`src/hdl/red_pkg.sv`:
```
`default_nettype none

package red_pkg;

  // Field and datapath widths
  localparam int SAMPLE_W   = 16;
  localparam int RECT_W     = 15;
  localparam int ENV_W      = 23;
  localparam int COEF_W     = 17;
  localparam int FACTOR_W   = 7;
  localparam int OFFSET_W   = 16;
  localparam int PERIOD_W   = 16;
  localparam int CFG_IDX_W  = 4;
  localparam int CFG_DATA_W = 17;
  localparam int FP_W       = 22;            // factor * previous rectified sample
  localparam int DIFF_W     = 25;            // factor * prev - envelope, signed
  localparam int MAG_W      = 23;            // magnitude of the difference
  localparam int HI_W       = MAG_W + 1;     // accumulator half of the multiplier
  localparam int PROD_W     = MAG_W + COEF_W;
  localparam int QUO_W      = 24;            // quotient bits of the divider
  localparam int UPD_W      = 26;            // envelope update before saturation
  localparam int MAX_CHANNELS = 2;

  localparam int MUL_STEPS = COEF_W;
  localparam int DIV_STEPS = QUO_W;
  localparam int STEP_W    = $clog2(DIV_STEPS);

  // Arithmetic constants
  localparam logic [COEF_W-1:0] COEF_SCALE = COEF_W'(100000);
  localparam int ENV_MAX = 4194303;
  localparam int ENV_MIN = -4194304;
  localparam int SAT_MAX = 32767;

  // Register reset values
  localparam logic                RST_RECTIFY = 1'b1;
  localparam logic [PERIOD_W-1:0] RST_PERIOD  = PERIOD_W'(1);
  localparam logic [COEF_W-1:0]   RST_COEF    = '0;
  localparam logic [FACTOR_W-1:0] RST_FACTOR  = FACTOR_W'(1);
  localparam logic [OFFSET_W-1:0] RST_OFFSET  = OFFSET_W'(100);

  typedef logic signed [SAMPLE_W-1:0] sample_t;

  typedef enum logic [CFG_IDX_W-1:0] {
    REG_RECTIFY_ENABLE    = 4'd0,
    REG_DECIMATION_PERIOD = 4'd1,
    REG_COEF_A            = 4'd2,
    REG_COEF_B            = 4'd3,
    REG_FACTOR_A          = 4'd4,
    REG_FACTOR_B          = 4'd5,
    REG_OFFSET_A          = 4'd6,
    REG_OFFSET_B          = 4'd7
  } reg_idx_t;

  typedef enum logic [3:0] {
    S_IDLE,
    S_PREP,
    S_MLOAD,
    S_MUL,
    S_FLOAD,
    S_FDIV,
    S_UPD,
    S_OLOAD,
    S_ODIV,
    S_OFIN,
    S_EMIT
  } state_t;

  typedef struct packed {
    logic restart;
    logic capture;
    logic prep;
    logic mload;
    logic mstep;
    logic fload;
    logic oload;
    logic dstep;
    logic upd;
    logic ofin;
  } lane_ctrl_t;

endpackage

`default_nettype wire

```
`src/hdl/red_if.sv`:
```
`default_nettype none

interface red_in_if import red_pkg::*; ();
  logic    valid;
  logic    ready;
  logic    command;
  sample_t sample_a;
  sample_t sample_b;

  modport source (output valid, command, sample_a, sample_b, input ready);
  modport sink   (input valid, command, sample_a, sample_b, output ready);
endinterface

interface red_out_if import red_pkg::*; ();
  logic    valid;
  logic    ready;
  sample_t value_a;
  sample_t value_b;

  modport source (output valid, value_a, value_b, input ready);
  modport sink   (input valid, value_a, value_b, output ready);
endinterface

interface red_cfg_if import red_pkg::*; ();
  logic                  valid;
  logic                  ready;
  logic [CFG_IDX_W-1:0]  index;
  logic [CFG_DATA_W-1:0] data;

  modport source (output valid, index, data, input ready);
  modport sink   (input valid, index, data, output ready);
endinterface

`default_nettype wire

```
`src/hdl/red_div.sv`:
```
`default_nettype none

// Restoring divider, one quotient bit per step. rem0 must be below den.
module red_div import red_pkg::*; (
  input  wire logic              clk,
  input  wire logic              load,
  input  wire logic              step,
  input  wire logic [COEF_W-1:0] rem0,
  input  wire logic [COEF_W-1:0] den,
  input  wire logic [QUO_W-1:0]  num,
  output logic      [QUO_W-1:0]  quo
);

  logic [COEF_W-1:0] rem_r, rem_nxt;
  logic [COEF_W-1:0] den_r;
  logic [QUO_W-1:0]  sh_r, sh_nxt;
  logic [COEF_W:0]   shifted;
  logic [COEF_W+1:0] trial;

  always_comb begin
    shifted = {rem_r, sh_r[QUO_W-1]};
    trial   = {1'b0, shifted} - {2'b00, den_r};
    if (!trial[COEF_W+1]) begin
      rem_nxt = trial[COEF_W-1:0];
      sh_nxt  = {sh_r[QUO_W-2:0], 1'b1};
    end else begin
      rem_nxt = shifted[COEF_W-1:0];
      sh_nxt  = {sh_r[QUO_W-2:0], 1'b0};
    end
  end

  // Hold the divisor for the whole division
  always_ff @(posedge clk) begin
    if (load) begin
      rem_r <= rem0;
      den_r <= den;
      sh_r  <= num;
    end else if (step) begin
      rem_r <= rem_nxt;
      sh_r  <= sh_nxt;
    end
  end

  assign quo = sh_r;

endmodule

`default_nettype wire

```
`src/hdl/red_lane.sv`:
```
`default_nettype none

// One channel: rectifier, serial multiplier, envelope update and output scaling.
module red_lane import red_pkg::*; (
  input  wire logic                clk,
  input  wire logic                rst_n,
  input  wire lane_ctrl_t          ctrl,
  input  wire logic                rect_en,
  input  wire logic [COEF_W-1:0]   coef,
  input  wire logic [FACTOR_W-1:0] factor,
  input  wire logic [OFFSET_W-1:0] offset,
  input  wire sample_t             sample,
  output sample_t                  value
);

  localparam logic signed [UPD_W-1:0] E_MAX = UPD_W'(ENV_MAX);
  localparam logic signed [UPD_W-1:0] E_MIN = UPD_W'(ENV_MIN);
  localparam sample_t SAMPLE_MIN = {1'b1, {(SAMPLE_W-1){1'b0}}};

  sample_t                  raw_r;
  logic [RECT_W-1:0]        prev_r;
  logic signed [ENV_W-1:0]  env_r, env_nxt;
  logic signed [DIFF_W-1:0] diff_r, diff_nxt, diff_abs;
  logic [MAG_W-1:0]         mcand_r;
  logic                     neg_r;
  logic [HI_W-1:0]          hi_r;
  logic [COEF_W-1:0]        lo_r;
  logic [SAMPLE_W-1:0]      res_r, res_nxt;

  logic [FACTOR_W-1:0]      f_eff;
  sample_t                  neg_raw;
  logic [RECT_W-1:0]        rect_val;
  logic [FP_W-1:0]          fp;
  logic [HI_W:0]            msum;
  logic [COEF_W-1:0]        d_rem0, d_den;
  logic [QUO_W-1:0]         d_num, quo;
  logic signed [UPD_W-1:0]  upd_q, upd_sum;
  logic [RECT_W-1:0]        sat;
  logic [SAMPLE_W-1:0]      v16;

  assign f_eff   = (factor == '0) ? FACTOR_W'(1) : factor;
  assign neg_raw = -raw_r;

  // Absolute value, most negative code clamps to full scale
  always_comb begin
    if (!raw_r[SAMPLE_W-1]) begin
      rect_val = raw_r[RECT_W-1:0];
    end else if (raw_r == SAMPLE_MIN) begin
      rect_val = '1;
    end else begin
      rect_val = neg_raw[RECT_W-1:0];
    end
  end

  assign fp       = FP_W'(f_eff) * FP_W'(prev_r);
  assign diff_nxt = signed'({{(DIFF_W-FP_W){1'b0}}, fp}) - DIFF_W'(env_r);
  assign diff_abs = diff_r[DIFF_W-1] ? -diff_r : diff_r;

  // Shift-add step, one coefficient bit per cycle
  assign msum = {1'b0, hi_r} + (lo_r[0] ? (HI_W+1)'(mcand_r) : '0);

  // Divider feed: product by the coefficient scale, or envelope by the factor
  always_comb begin
    if (ctrl.oload) begin
      d_rem0 = '0;
      d_den  = COEF_W'(f_eff);
      d_num  = env_r[ENV_W-1] ? '0 : QUO_W'(env_r[ENV_W-2:0]);
    end else begin
      d_rem0 = COEF_W'(hi_r[PROD_W-COEF_W-1:QUO_W-COEF_W]);
      d_den  = COEF_SCALE;
      d_num  = {hi_r[QUO_W-COEF_W-1:0], lo_r};
    end
  end

  red_div u_div (
    .clk  (clk),
    .load (ctrl.fload | ctrl.oload),
    .step (ctrl.dstep),
    .rem0 (d_rem0),
    .den  (d_den),
    .num  (d_num),
    .quo  (quo)
  );

  // Envelope update with saturation
  always_comb begin
    upd_q   = signed'({{(UPD_W-QUO_W){1'b0}}, quo});
    upd_sum = UPD_W'(env_r) + (neg_r ? -upd_q : upd_q);
    if (upd_sum > E_MAX) begin
      env_nxt = E_MAX[ENV_W-1:0];
    end else if (upd_sum < E_MIN) begin
      env_nxt = E_MIN[ENV_W-1:0];
    end else begin
      env_nxt = upd_sum[ENV_W-1:0];
    end
  end

  // Output scaling: clamp, then drop the offset if the value exceeds it
  always_comb begin
    sat     = (quo > QUO_W'(SAT_MAX)) ? RECT_W'(SAT_MAX) : quo[RECT_W-1:0];
    v16     = {1'b0, sat};
    res_nxt = (v16 > offset) ? v16 - offset : v16;
  end

  always_ff @(posedge clk) begin
    if (!rst_n) begin
      prev_r <= '0;
      env_r  <= '0;
    end else begin
      if (ctrl.restart) begin
        prev_r <= '0;
      end else if (ctrl.prep) begin
        prev_r <= rect_val;
      end
      if (ctrl.upd) begin
        env_r <= env_nxt;
      end
    end
  end

  always_ff @(posedge clk) begin
    if (ctrl.capture) begin
      raw_r <= sample;
    end
    if (ctrl.prep) begin
      diff_r <= diff_nxt;
    end
    if (ctrl.mload) begin
      mcand_r <= diff_abs[MAG_W-1:0];
      neg_r   <= diff_r[DIFF_W-1];
      hi_r    <= '0;
      lo_r    <= coef;
    end else if (ctrl.mstep) begin
      hi_r <= msum[HI_W:1];
      lo_r <= {msum[0], lo_r[COEF_W-1:1]};
    end
    if (ctrl.ofin) begin
      res_r <= res_nxt;
    end
  end

  assign value = rect_en ? signed'(res_r) : raw_r;

endmodule

`default_nettype wire

```
`src/hdl/rectified_envelope_decimator_top.sv`:
```
// Rectifying envelope detector with decimated output for one or two channels.
// Each request is a sample tick carrying one signed sample per channel, or a
// restart that clears the previous rectified samples and reloads the
// decimation counter without producing a result. With rectify_enable set, a
// tick runs through the bit-serial multiplier (17 steps, one coefficient bit
// a cycle) and then the restoring divider (24 steps, one quotient bit a
// cycle), which runs a second time to scale the envelope by the channel
// factor for an emitted result. Restarts and pass-through ticks are taken in
// the idle state, which a pass-through tick leaves only for the emit state
// when it emits a result. Results sit in an output register, so a new request
// is taken while one still waits; the block only stalls when a second result
// is ready before the first has been taken. Configuration writes are always
// accepted and must only be made while the block is idle.
`default_nettype none

module rectified_envelope_decimator_top import red_pkg::*; #(
  parameter int unsigned NUM_CHANNELS = 2
) (
  input  wire logic clk,
  input  wire logic rst_n,
  red_in_if.sink    in_if,
  red_out_if.source out_if,
  red_cfg_if.sink   cfg_if
);

  // Control state
  state_t              state_r, state_nxt;
  logic [STEP_W-1:0]   cnt_r, cnt_nxt;
  logic                emit_r;
  logic [PERIOD_W-1:0] samples_left_r, left_dec;
  logic                emit_tick;
  lane_ctrl_t          ctrl;
  logic                in_ready;
  logic                in_acc, cfg_acc;
  logic                load_out;

  // Shared configuration
  logic                rect_en_r;
  logic [PERIOD_W-1:0] period_r;

  // Output register
  logic    out_valid_r;
  sample_t out_a_r, out_b_r;
  sample_t lane_val [MAX_CHANNELS];

  assign in_acc       = in_if.valid && in_ready;
  assign cfg_acc      = cfg_if.valid && cfg_if.ready;
  assign in_if.ready  = in_ready;
  assign cfg_if.ready = 1'b1;

  assign left_dec  = samples_left_r - PERIOD_W'(1);
  assign emit_tick = (left_dec == '0);

  // Global registers
  always_ff @(posedge clk) begin
    if (!rst_n) begin
      rect_en_r <= RST_RECTIFY;
      period_r  <= RST_PERIOD;
    end else if (cfg_acc) begin
      case (cfg_if.index)
        REG_RECTIFY_ENABLE:    rect_en_r <= cfg_if.data[0];
        REG_DECIMATION_PERIOD: period_r  <= cfg_if.data[PERIOD_W-1:0];
        default: ;
      endcase
    end
  end

  // Channel lanes with their own coefficient, factor and offset
  for (genvar c = 0; c < MAX_CHANNELS; c++) begin : g_ch
    if (c < NUM_CHANNELS) begin : g_lane
      localparam reg_idx_t COEF_IDX   = (c == 0) ? REG_COEF_A   : REG_COEF_B;
      localparam reg_idx_t FACTOR_IDX = (c == 0) ? REG_FACTOR_A : REG_FACTOR_B;
      localparam reg_idx_t OFFSET_IDX = (c == 0) ? REG_OFFSET_A : REG_OFFSET_B;

      logic [COEF_W-1:0]   coef_r;
      logic [FACTOR_W-1:0] factor_r;
      logic [OFFSET_W-1:0] offset_r;

      always_ff @(posedge clk) begin
        if (!rst_n) begin
          coef_r   <= RST_COEF;
          factor_r <= RST_FACTOR;
          offset_r <= RST_OFFSET;
        end else if (cfg_acc) begin
          if (cfg_if.index == COEF_IDX) begin
            coef_r <= cfg_if.data[COEF_W-1:0];
          end
          if (cfg_if.index == FACTOR_IDX) begin
            factor_r <= cfg_if.data[FACTOR_W-1:0];
          end
          if (cfg_if.index == OFFSET_IDX) begin
            offset_r <= cfg_if.data[OFFSET_W-1:0];
          end
        end
      end

      red_lane u_lane (
        .clk     (clk),
        .rst_n   (rst_n),
        .ctrl    (ctrl),
        .rect_en (rect_en_r),
        .coef    (coef_r),
        .factor  (factor_r),
        .offset  (offset_r),
        .sample  ((c == 0) ? in_if.sample_a : in_if.sample_b),
        .value   (lane_val[c])
      );
    end else begin : g_unused
      // Unused channel reads as zero
      assign lane_val[c] = '0;
    end
  end

  // Sequencer: both lanes run in lockstep
  always_comb begin
    state_nxt = state_r;
    cnt_nxt   = cnt_r;
    ctrl      = '0;
    in_ready  = 1'b0;
    load_out  = 1'b0;
    case (state_r)
      S_IDLE: begin
        in_ready = 1'b1;
        if (in_if.valid) begin
          ctrl.capture = 1'b1;
          if (in_if.command) begin
            ctrl.restart = 1'b1;
          end else if (rect_en_r) begin
            state_nxt = S_PREP;
          end else if (emit_tick) begin
            state_nxt = S_EMIT;
          end
        end
      end
      S_PREP: begin
        ctrl.prep = 1'b1;
        state_nxt = S_MLOAD;
      end
      S_MLOAD: begin
        ctrl.mload = 1'b1;
        cnt_nxt    = '0;
        state_nxt  = S_MUL;
      end
      S_MUL: begin
        ctrl.mstep = 1'b1;
        if (cnt_r == STEP_W'(MUL_STEPS - 1)) begin
          state_nxt = S_FLOAD;
        end else begin
          cnt_nxt = cnt_r + STEP_W'(1);
        end
      end
      S_FLOAD: begin
        ctrl.fload = 1'b1;
        cnt_nxt    = '0;
        state_nxt  = S_FDIV;
      end
      S_FDIV: begin
        ctrl.dstep = 1'b1;
        if (cnt_r == STEP_W'(DIV_STEPS - 1)) begin
          state_nxt = S_UPD;
        end else begin
          cnt_nxt = cnt_r + STEP_W'(1);
        end
      end
      S_UPD: begin
        ctrl.upd  = 1'b1;
        state_nxt = emit_r ? S_OLOAD : S_IDLE;
      end
      S_OLOAD: begin
        ctrl.oload = 1'b1;
        cnt_nxt    = '0;
        state_nxt  = S_ODIV;
      end
      S_ODIV: begin
        ctrl.dstep = 1'b1;
        if (cnt_r == STEP_W'(DIV_STEPS - 1)) begin
          state_nxt = S_OFIN;
        end else begin
          cnt_nxt = cnt_r + STEP_W'(1);
        end
      end
      S_OFIN: begin
        ctrl.ofin = 1'b1;
        state_nxt = S_EMIT;
      end
      S_EMIT: begin
        // Hold until the output register is free
        if (!out_valid_r || out_if.ready) begin
          load_out  = 1'b1;
          state_nxt = S_IDLE;
        end
      end
      default: begin
        state_nxt = S_IDLE;
      end
    endcase
  end

  always_ff @(posedge clk) begin
    if (!rst_n) begin
      state_r <= S_IDLE;
      cnt_r   <= '0;
    end else begin
      state_r <= state_nxt;
      cnt_r   <= cnt_nxt;
    end
  end

  // Decimation counter: reload on restart and on every emitted tick
  always_ff @(posedge clk) begin
    if (!rst_n) begin
      samples_left_r <= RST_PERIOD;
      emit_r         <= 1'b0;
    end else if (in_acc) begin
      if (in_if.command) begin
        samples_left_r <= period_r;
      end else begin
        samples_left_r <= emit_tick ? period_r : left_dec;
        emit_r         <= emit_tick;
      end
    end
  end

  // Output register
  always_ff @(posedge clk) begin
    if (!rst_n) begin
      out_valid_r <= 1'b0;
    end else if (load_out) begin
      out_valid_r <= 1'b1;
    end else if (out_if.ready) begin
      out_valid_r <= 1'b0;
    end
  end

  always_ff @(posedge clk) begin
    if (load_out) begin
      out_a_r <= lane_val[0];
      out_b_r <= lane_val[1];
    end
  end

  assign out_if.valid   = out_valid_r;
  assign out_if.value_a = out_a_r;
  assign out_if.value_b = out_b_r;

endmodule

`default_nettype wire

```
`src/flat_wrapper.sv`:
```
// flat-port wrapper written by rule: the top's interface ports become plain ports
module rectified_envelope_decimator_top_flat import red_pkg::*;
#(
  parameter int unsigned NUM_CHANNELS = 2
)
  (clk, rst_n, in_if_valid, in_if_command, in_if_sample_a, in_if_sample_b, in_if_ready, out_if_valid, out_if_value_a, out_if_value_b, out_if_ready, cfg_if_valid, cfg_if_index, cfg_if_data, cfg_if_ready);
  red_in_if in_if_i ();
  red_out_if out_if_i ();
  red_cfg_if cfg_if_i ();
  input  wire logic clk;
  input  wire logic rst_n;
  input wire logic [$bits(in_if_i.valid)-1:0] in_if_valid;
  input wire logic [$bits(in_if_i.command)-1:0] in_if_command;
  input wire logic [$bits(in_if_i.sample_a)-1:0] in_if_sample_a;
  input wire logic [$bits(in_if_i.sample_b)-1:0] in_if_sample_b;
  output wire logic [$bits(in_if_i.ready)-1:0] in_if_ready;
  output wire logic [$bits(out_if_i.valid)-1:0] out_if_valid;
  output wire logic [$bits(out_if_i.value_a)-1:0] out_if_value_a;
  output wire logic [$bits(out_if_i.value_b)-1:0] out_if_value_b;
  input wire logic [$bits(out_if_i.ready)-1:0] out_if_ready;
  input wire logic [$bits(cfg_if_i.valid)-1:0] cfg_if_valid;
  input wire logic [$bits(cfg_if_i.index)-1:0] cfg_if_index;
  input wire logic [$bits(cfg_if_i.data)-1:0] cfg_if_data;
  output wire logic [$bits(cfg_if_i.ready)-1:0] cfg_if_ready;
  assign in_if_i.valid = in_if_valid;
  assign in_if_i.command = in_if_command;
  assign in_if_i.sample_a = in_if_sample_a;
  assign in_if_i.sample_b = in_if_sample_b;
  assign in_if_ready = in_if_i.ready;
  assign out_if_valid = out_if_i.valid;
  assign out_if_value_a = out_if_i.value_a;
  assign out_if_value_b = out_if_i.value_b;
  assign out_if_i.ready = out_if_ready;
  assign cfg_if_i.valid = cfg_if_valid;
  assign cfg_if_i.index = cfg_if_index;
  assign cfg_if_i.data = cfg_if_data;
  assign cfg_if_ready = cfg_if_i.ready;
  rectified_envelope_decimator_top #(.NUM_CHANNELS(NUM_CHANNELS)) u_core (.clk(clk), .rst_n(rst_n), .in_if(in_if_i), .out_if(out_if_i), .cfg_if(cfg_if_i));
endmodule
```
`config.mk`:
```
export PLATFORM = sky130hd
export DESIGN_NAME = rectified_envelope_decimator_top_flat
export DESIGN_NICKNAME = d
export VERILOG_FILES = /design/src/hdl/red_pkg.sv /design/src/hdl/red_if.sv /design/src/hdl/red_div.sv /design/src/hdl/red_lane.sv /design/src/hdl/rectified_envelope_decimator_top.sv /design/src/flat_wrapper.sv
export SDC_FILE = /design/constraint.sdc
export NUM_CORES = 2
export LEC_CHECK = 0
export ABC_AREA = 0
export BUFFER_PORTS_ARGS = -buffer_cell sky130_fd_sc_hd__buf_2
export CAP_MARGIN = 10
export CORE_AREA = 2 2 389 391
export DETAILED_ROUTE_END_ITERATION = 6
export DIE_AREA = 0 0 391 393
export SLEW_MARGIN = 30
export SYNTH_ARGS = -nofsm -noshare
export SYNTH_HDL_FRONTEND = slang
export SYNTH_SLANG_ARGS = --single-unit
export TNS_END_PERCENT = 30
```
`constraint.sdc`:
```
create_clock -name clk -period 6.55 [get_ports clk]
set_input_delay 0.3275 -clock clk [delete_from_list [all_inputs] [get_ports clk]]
set_output_delay 0.3275 -clock clk [all_outputs]
set_load 0.05 [all_outputs]
```
======== Yosys cells after proc, flatten, opt, wreduce, memory -nomap -nowiden ========
Index checks and enable logic that the tools add are counted.
operators by class
  add/sub/neg operators ................... 18
  multipliers ............................. 2
  div/mod/pow operators ................... 0
  $lt $le $gt $ge ......................... 8
  equality and inequality tests ........... 30
  shift operators ......................... 0
  mux-type cells .......................... 77
  bitwise logic cells ..................... 3
  reduce and logical (&&, ||, !) cells .... 26
operators by type and width
  cell                                                                               number
  17-bit two-way mux                                                                 12
  23-bit two-way mux                                                                 8
  24-bit two-way mux                                                                 6
  15-bit two-way mux                                                                 8
  16-bit two-way mux                                                                 6
  23-bit by 26-bit adder with 26-bit output                                          2
  26-bit by 23-bit greater-than comparator with 1-bit output, second input constant  2
  26-bit by 23-bit less-than comparator with 1-bit output, second input constant     2
  26-bit two-way mux                                                                 2
  24-bit negation with 26-bit output                                                 2
  24-bit by 23-bit adder with 25-bit output                                          2
  24-bit by 15-bit greater-than comparator with 1-bit output, second input constant  2
  23-bit by 23-bit subtractor with 24-bit output                                     2
  23-bit negation                                                                    2
  7-bit by 15-bit multiplier with 22-bit output                                      2
  22-bit two-way mux                                                                 2
  4-bit case mux with 11 select lines                                                1
  18-bit by 17-bit subtractor with 19-bit output                                     2
  16-bit == test, second input constant                                              2
  4-bit by 3-bit == test with 1-bit output, second input constant                    8
  15-bit by 16-bit greater-than comparator with 1-bit output                         2
  4-bit two-way mux                                                                  8
  15-bit by 16-bit subtractor with 16-bit output                                     2
  15-bit negation                                                                    2
  30 further kinds                                                                   75
word-level totals
  register bits ........................... 590
  bits in latches ......................... 0
  bits in writable memories ............... 0
  bits in read-only memories .............. 0
  input bits .............................. 59
  output and inout port bits .............. 35
  word-level logic and storage cells ...... 207
  memories ................................ 0

======== Longest topological paths before layout ========
  depth in word-level cells ............... 7
  mapped depth ............................ 27
  gate-level depth less buffers ........... 26

======== Hierarchy ========
Synthesis repeated with hierarchy kept, for this count alone.
second synthesis, totals
  cell total of the unflattened synthesis .. 4,610
  area total of the unflattened synthesis .. 42,640.9 µm²
by module, submodules not included
  module                                    instances  cells an instance  area each (µm²)  sequential area each (µm²)
  red_lane at u_core.g_ch[1].g_lane.u_lane  1          1,694              14,951.8         4,154.0
  red_lane at u_core.g_ch[0].g_lane.u_lane  1          1,654              14,675.3         4,154.0
  red_div                                   2          271                3,334.4          1,741.7
  rectified_envelope_decimator_top          1          720                6,344.8          3,443.3

======== Worst setup path after synthesis ========
No wires, ideal clock.
  kind .................................... reg2reg
  start point ............................. register u_core.g_ch[1].g_lane.factor_r[6]
  end point ............................... register u_core.g_ch[1].g_lane.u_lane.diff_r[22], data pin
  library setup time ...................... 0.264 ns
  arrival time ............................ 6.137 ns
  data required time ...................... 6.286 ns
  setup slack ............................. 0.149 ns
  stages on the path, launching flop included .. 24
  path buffers ............................ 1
  period minus slack after synthesis ...... 6.401 ns
  cell sequence ........................... dfxtp_1 > clkbuf_1 > nand2_1 > fa_1 > fa_1 > inv_1 > fa_1 > inv_1 > fa_1 > inv_1 > ha_1 > a21boi_0 > nor2_1 > ha_1 > a2111oi_0 > o21ai_0 > a31oi_1 > o21ai_1 > a21o_1 > a41oi_1 > a211oi_1 > a2111oi_1 > a21oi_1 > xnor2_1
on the way
  cells in the longest elaborated chain, start to end .. 4
RTL lines
  element                                             RTL line                                RTL
  from (decl)                                         rectified_envelope_decimator_top.sv:76  logic [FACTOR_W-1:0] factor_r;
  from (signal assigned)                              rectified_envelope_decimator_top.sv:89  factor_r <= cfg_if.data[FACTOR_W-1:0];
  7-bit logical NOT                                   red_lane.sv:41                          assign f_eff = (factor == '0) ? FACTOR_W'(1) : factor;
  7-bit two-way mux (*)                               red_lane.sv:41
  7-bit by 15-bit multiplier with 22-bit output (*)   red_lane.sv:55                          assign fp = FP_W'(f_eff) * FP_W'(prev_r);
  23-bit by 23-bit subtractor with 24-bit output (*)  red_lane.sv:56                          assign diff_nxt = signed'({{(DIFF_W-FP_W){1'b0}}, fp}) - DIFF_W'(env_r);
  net u_core.g_ch[1].g_lane.u_lane.diff_nxt[22]       red_lane.sv:23                          logic signed [DIFF_W-1:0] diff_r, diff_nxt, diff_abs;
  to (signal assigned)                                red_lane.sv:126                         diff_r <= diff_nxt;
  to (decl)                                           red_lane.sv:23
Mark *: on every way through the listed nets, which the timed path passes. The rest lies on a longest branch.
A chain may end at the register's enable or synchronous reset.

======== Final worst setup path ========
Same ends and word-level chain as after synthesis.

==> flow_summary.yaml <==
yosys:
  synth.top_cells.by_count: "624 x nand2_1, 363 x inv_1, 323 x edfxtp_1, 284 x ha_1, 252 x o21ai_0"
  yosysTopAreaCellShare_pct: 24.2
  ys_seq_area_share_pct: 36.6
  ys_seq_elements: 571
  syn_area_per_cell_um2: 9.23
  yosysTopAreaCell: "edfxtp_1"
  synth_warnings: 0
  yosysUniqueCellTypes: 90
  synth.area.top_cells: "edfxtp_1 24%, dfxtp_1 12%, ha_1 8.9%"
  synth_most_common_cell: "nand2_1"
  synthesis.nets: 4824
  synth_edf_count: 323
  async_reset_ff_share_pct: 0
  syn_area_um2: 40100
  ys.flop_type: "edfxtp_1"
  synth_cells: 4343
clocking:
  clockBufferDepth: 3
  clkTransAtPathRegs_ps: 60
  cts_tree: "done"
  clockRootBuffer: "clkbuf_16"
  numCtsBuffers: 61
  clock-sinks: 571
  clock_latency_ps: 710
  ctsHtreeMaxLevel: 2
sta:
  slew_violations: 0
  min_period_over_period_pct: 96.1
  min_period_ps: 6300
  hold_viol: 0
  tightest_slew_ps: 968
  tns_ps: 0
  relSlewSlack_pct: 35.5
  fmaxAchievable_ghz: 0.159
  fin_skew_ps: 63.5
  setup_viol: 0
  rsz0062_at_grt: "yes"
global_routing:
  grt_max_degree: 82
  track_usage_pct: 13.9
  first_global_vias: 31000
  grt.overflow.total: 0
  grt_antenna_before_repair: 3
  grt_first_pass_wirelength_mm: 173
critical_path:
  path_class: "reg2reg"
  start_kind: "flip-flop"
  cpPeakStageDelay_ps: 550
  arrival_ps: 6690
  cp_max_fo: 17
  critPathRequiredTime_ps: 6940
  cp-end-kind: "flip-flop"
  timing.critical_path.mode_cell: "fa_1"
  cp_slowest_cell: "fa_1"
  path_cells: "buf_4 -> and2_1 -> fa_1 -> fa_1 -> fa_1 -> inv_1 -> fa_1 -> inv_1 -> ha_1 -> nor2_1 -> inv_1 -> a21oi_1 -> a211oi_1 -> or3_1 -> a21oi_1 -> xnor2_1 -> ha_1 -> nand3_1 -> nand2_1 -> a41oi_2 -> a211oi_1 -> a2111oi_2 -> a21oi_1 -> xnor2_1"
pwr:
  ir_worst_vdd_mv: 0.253
  pwr_density_cell_nw_per_um2: 329
  p_leak_uw: 0.0181
place:
  placed_area_um2: 43000
  place_congestion: 0.857
  dp_cells: 6290
  portBuffers: 92
  hpwl_mm: 81.1
hold_path:
  hold_class: "in2reg"
drt:
  wl_per_cell_um: 16.9
  vias_per_cell: 4.90
  first_iter_violations: 2160
  drtAntennaViolNets: 0
  drt_pass1_iterations: 7
  drc: 9
  vias: 31600
  wl_mm: 109
finish:
  drive_above_1_share_pct: 8.68
  design_area_um2: 45500
  diodes: 0
  stdcell_count: 6451
  nFillCells: 15600
  final_nets: 4935
  syn_to_final_growth_pct: 13.4
floorplan:
  initial_core_util_pct: 26.9
  die_w_um: 391
  die_area_um2: 154000
  die_y_um: 393
  io-pin-count: 94
  core-area_um2: 149000
  rows: 142
run:
  max-cap-violations: 0
outcome:
  violations: "DRC"
  run_status: "complete, but fails checks"
## report_power, final
part           switching [uW]  internal [uW]  leakage, uW  total (uW)
clock                    1560           1890     0.000946        3450
sequential                744           4900      0.00496        5650
combinational            3400           2450       0.0122        5850
## metal layers
layer | vias up | track usage, % | share of wire (%)
met3 | 125 | 1.47 | 4.2
li1 | 15500 | - | -
met2 | 684 | 24.1 | 48
met4 | 2 | 3.55 | 2.2
met1 | 15300 | 18.4 | 46
met5 | - | 0 | 0.010
## worst paths after layout
check | end | start | cells after the start | slack [ps]
min | u_core.g_ch[1].g_lane.coef_r[5] | cfg_if_data[5] | 3 | 50
max reg2reg | u_core.g_ch[1].g_lane.u_lane.diff_r[22] | u_core.g_ch[1].g_lane.factor_r[6] | 24 | 250
min reg2reg | u_core.g_ch[1].g_lane.u_lane.hi_r[23] | u_core.g_ch[1].g_lane.u_lane.hi_r[23] | 2 | 440
max | u_core.g_ch[1].g_lane.u_lane.diff_r[22] | u_core.g_ch[1].g_lane.factor_r[6] | 24 | 250
## logic make-up (layout without fill, tap and decap cells)
kind of cell | count (synthesis) | after routing | share of synthesized area, %
xor+xnor | 299 | 299 | 6.55
mux | 92 | 92 | 2.46
compound gates | 967 | 967 | 16.1
fa+ha+maj | 422 | 422 | 15.8
flops | 571 | 571 | 36.6
simple gates | 1475 | 1475 | 17.6
buf+inv | 516 | 680 | 4.91
other cells | 1 | 1 | 0.00935
## what timing repair did
item / 4_1_cts / 5_1_grt
endpoints found under the hold margin: 79 / 0
setup endpoints to repair: 1 / 8
gates resized for setup: 1 / 10
setup buffers: 0 / 1
hold buffers: 44 / 0
cloned: 0 / 0
pin swaps: 0 / 1
## worst max-delay path, delay by kind of cell, from the launching register on
family                     cells  cell delay [ps]
adders and majority gates      6             2740
AOI/OAI and AO/OA              7             1390
and+or+nand+nor                5              910
buffers and inverters          4              350
DFF                            1              310
xor gates and xnor gates       2              280
## registers in the layout, summed over array words and instances (netlist names), 2 cells and up
name and cells:
u_core.cnt_r 5, u_core.g_ch.g_lane.coef_r 34, u_core.g_ch.g_lane.factor_r 14, u_core.g_ch.g_lane.offset_r 32
u_core.g_ch.g_lane.u_lane.diff_r 48, u_core.g_ch.g_lane.u_lane.env_r 46, u_core.g_ch.g_lane.u_lane.hi_r 48, u_core.g_ch.g_lane.u_lane.lo_r 34
u_core.g_ch.g_lane.u_lane.mcand_r 46, u_core.g_ch.g_lane.u_lane.neg_r 2, u_core.g_ch.g_lane.u_lane.prev_r 30, u_core.g_ch.g_lane.u_lane.raw_r 32
u_core.g_ch.g_lane.u_lane.res_r 32, u_core.g_ch.g_lane.u_lane.u_div.den_r 15, u_core.g_ch.g_lane.u_lane.u_div.quo 48, u_core.g_ch.g_lane.u_lane.u_div.rem_r 34
u_core.out_if.value_a 16, u_core.out_if.value_b 16, u_core.period_r 16, u_core.samples_left_r 16
u_core.state_r 4
## area by class of cell
class / count / area (um^2) / area share [%]
Inverter: 364 / 1370 / 3.01
Sequential cell: 571 / 14700 / 32.3
Tap cell: 1944 / 2430 / 5.35
Multi-Input combinational cell: 3256 / 23600 / 51.9
Timing Repair Buffer: 200 / 1430 / 3.15
Clock inverter: 32 / 325 / 0.716
Clock buffer: 84 / 1640 / 3.61
## stage by stage
stage          total power (uW)  setup WS (ps)  hold WS, ps  util (%)
2_1_floorplan              9930            149          422         -
3_3_place_gp              11400            149          431      28.8
3_5_place_dp              11500           5.14          437      28.8
4_1_cts                   15000           6.60         7.17      30.4
5_1_grt                   16000          -15.1         48.3      30.5
6_report                  14900            253         52.0      30.5
## cell usage in the layout, fill, tap and decap left out, drive strengths merged, types with 70 or more instances in the layout
| cell | count |
|---|---|
| nand2 | 624 |
| inv | 366 |
| edfxtp | 323 |
| ha | 284 |
| o21ai | 256 |
| a21oi | 248 |
| dfxtp | 248 |
| and2 | 211 |
| xnor2 | 211 |
| nor2 | 201 |
| buf | 156 |
| fa | 138 |
| xor2 | 88 |
| clkbuf | 84 |
| nand3 | 80 |
| nor3 | 70 |
Note: power is estimated with default switching activity, not from simulation.
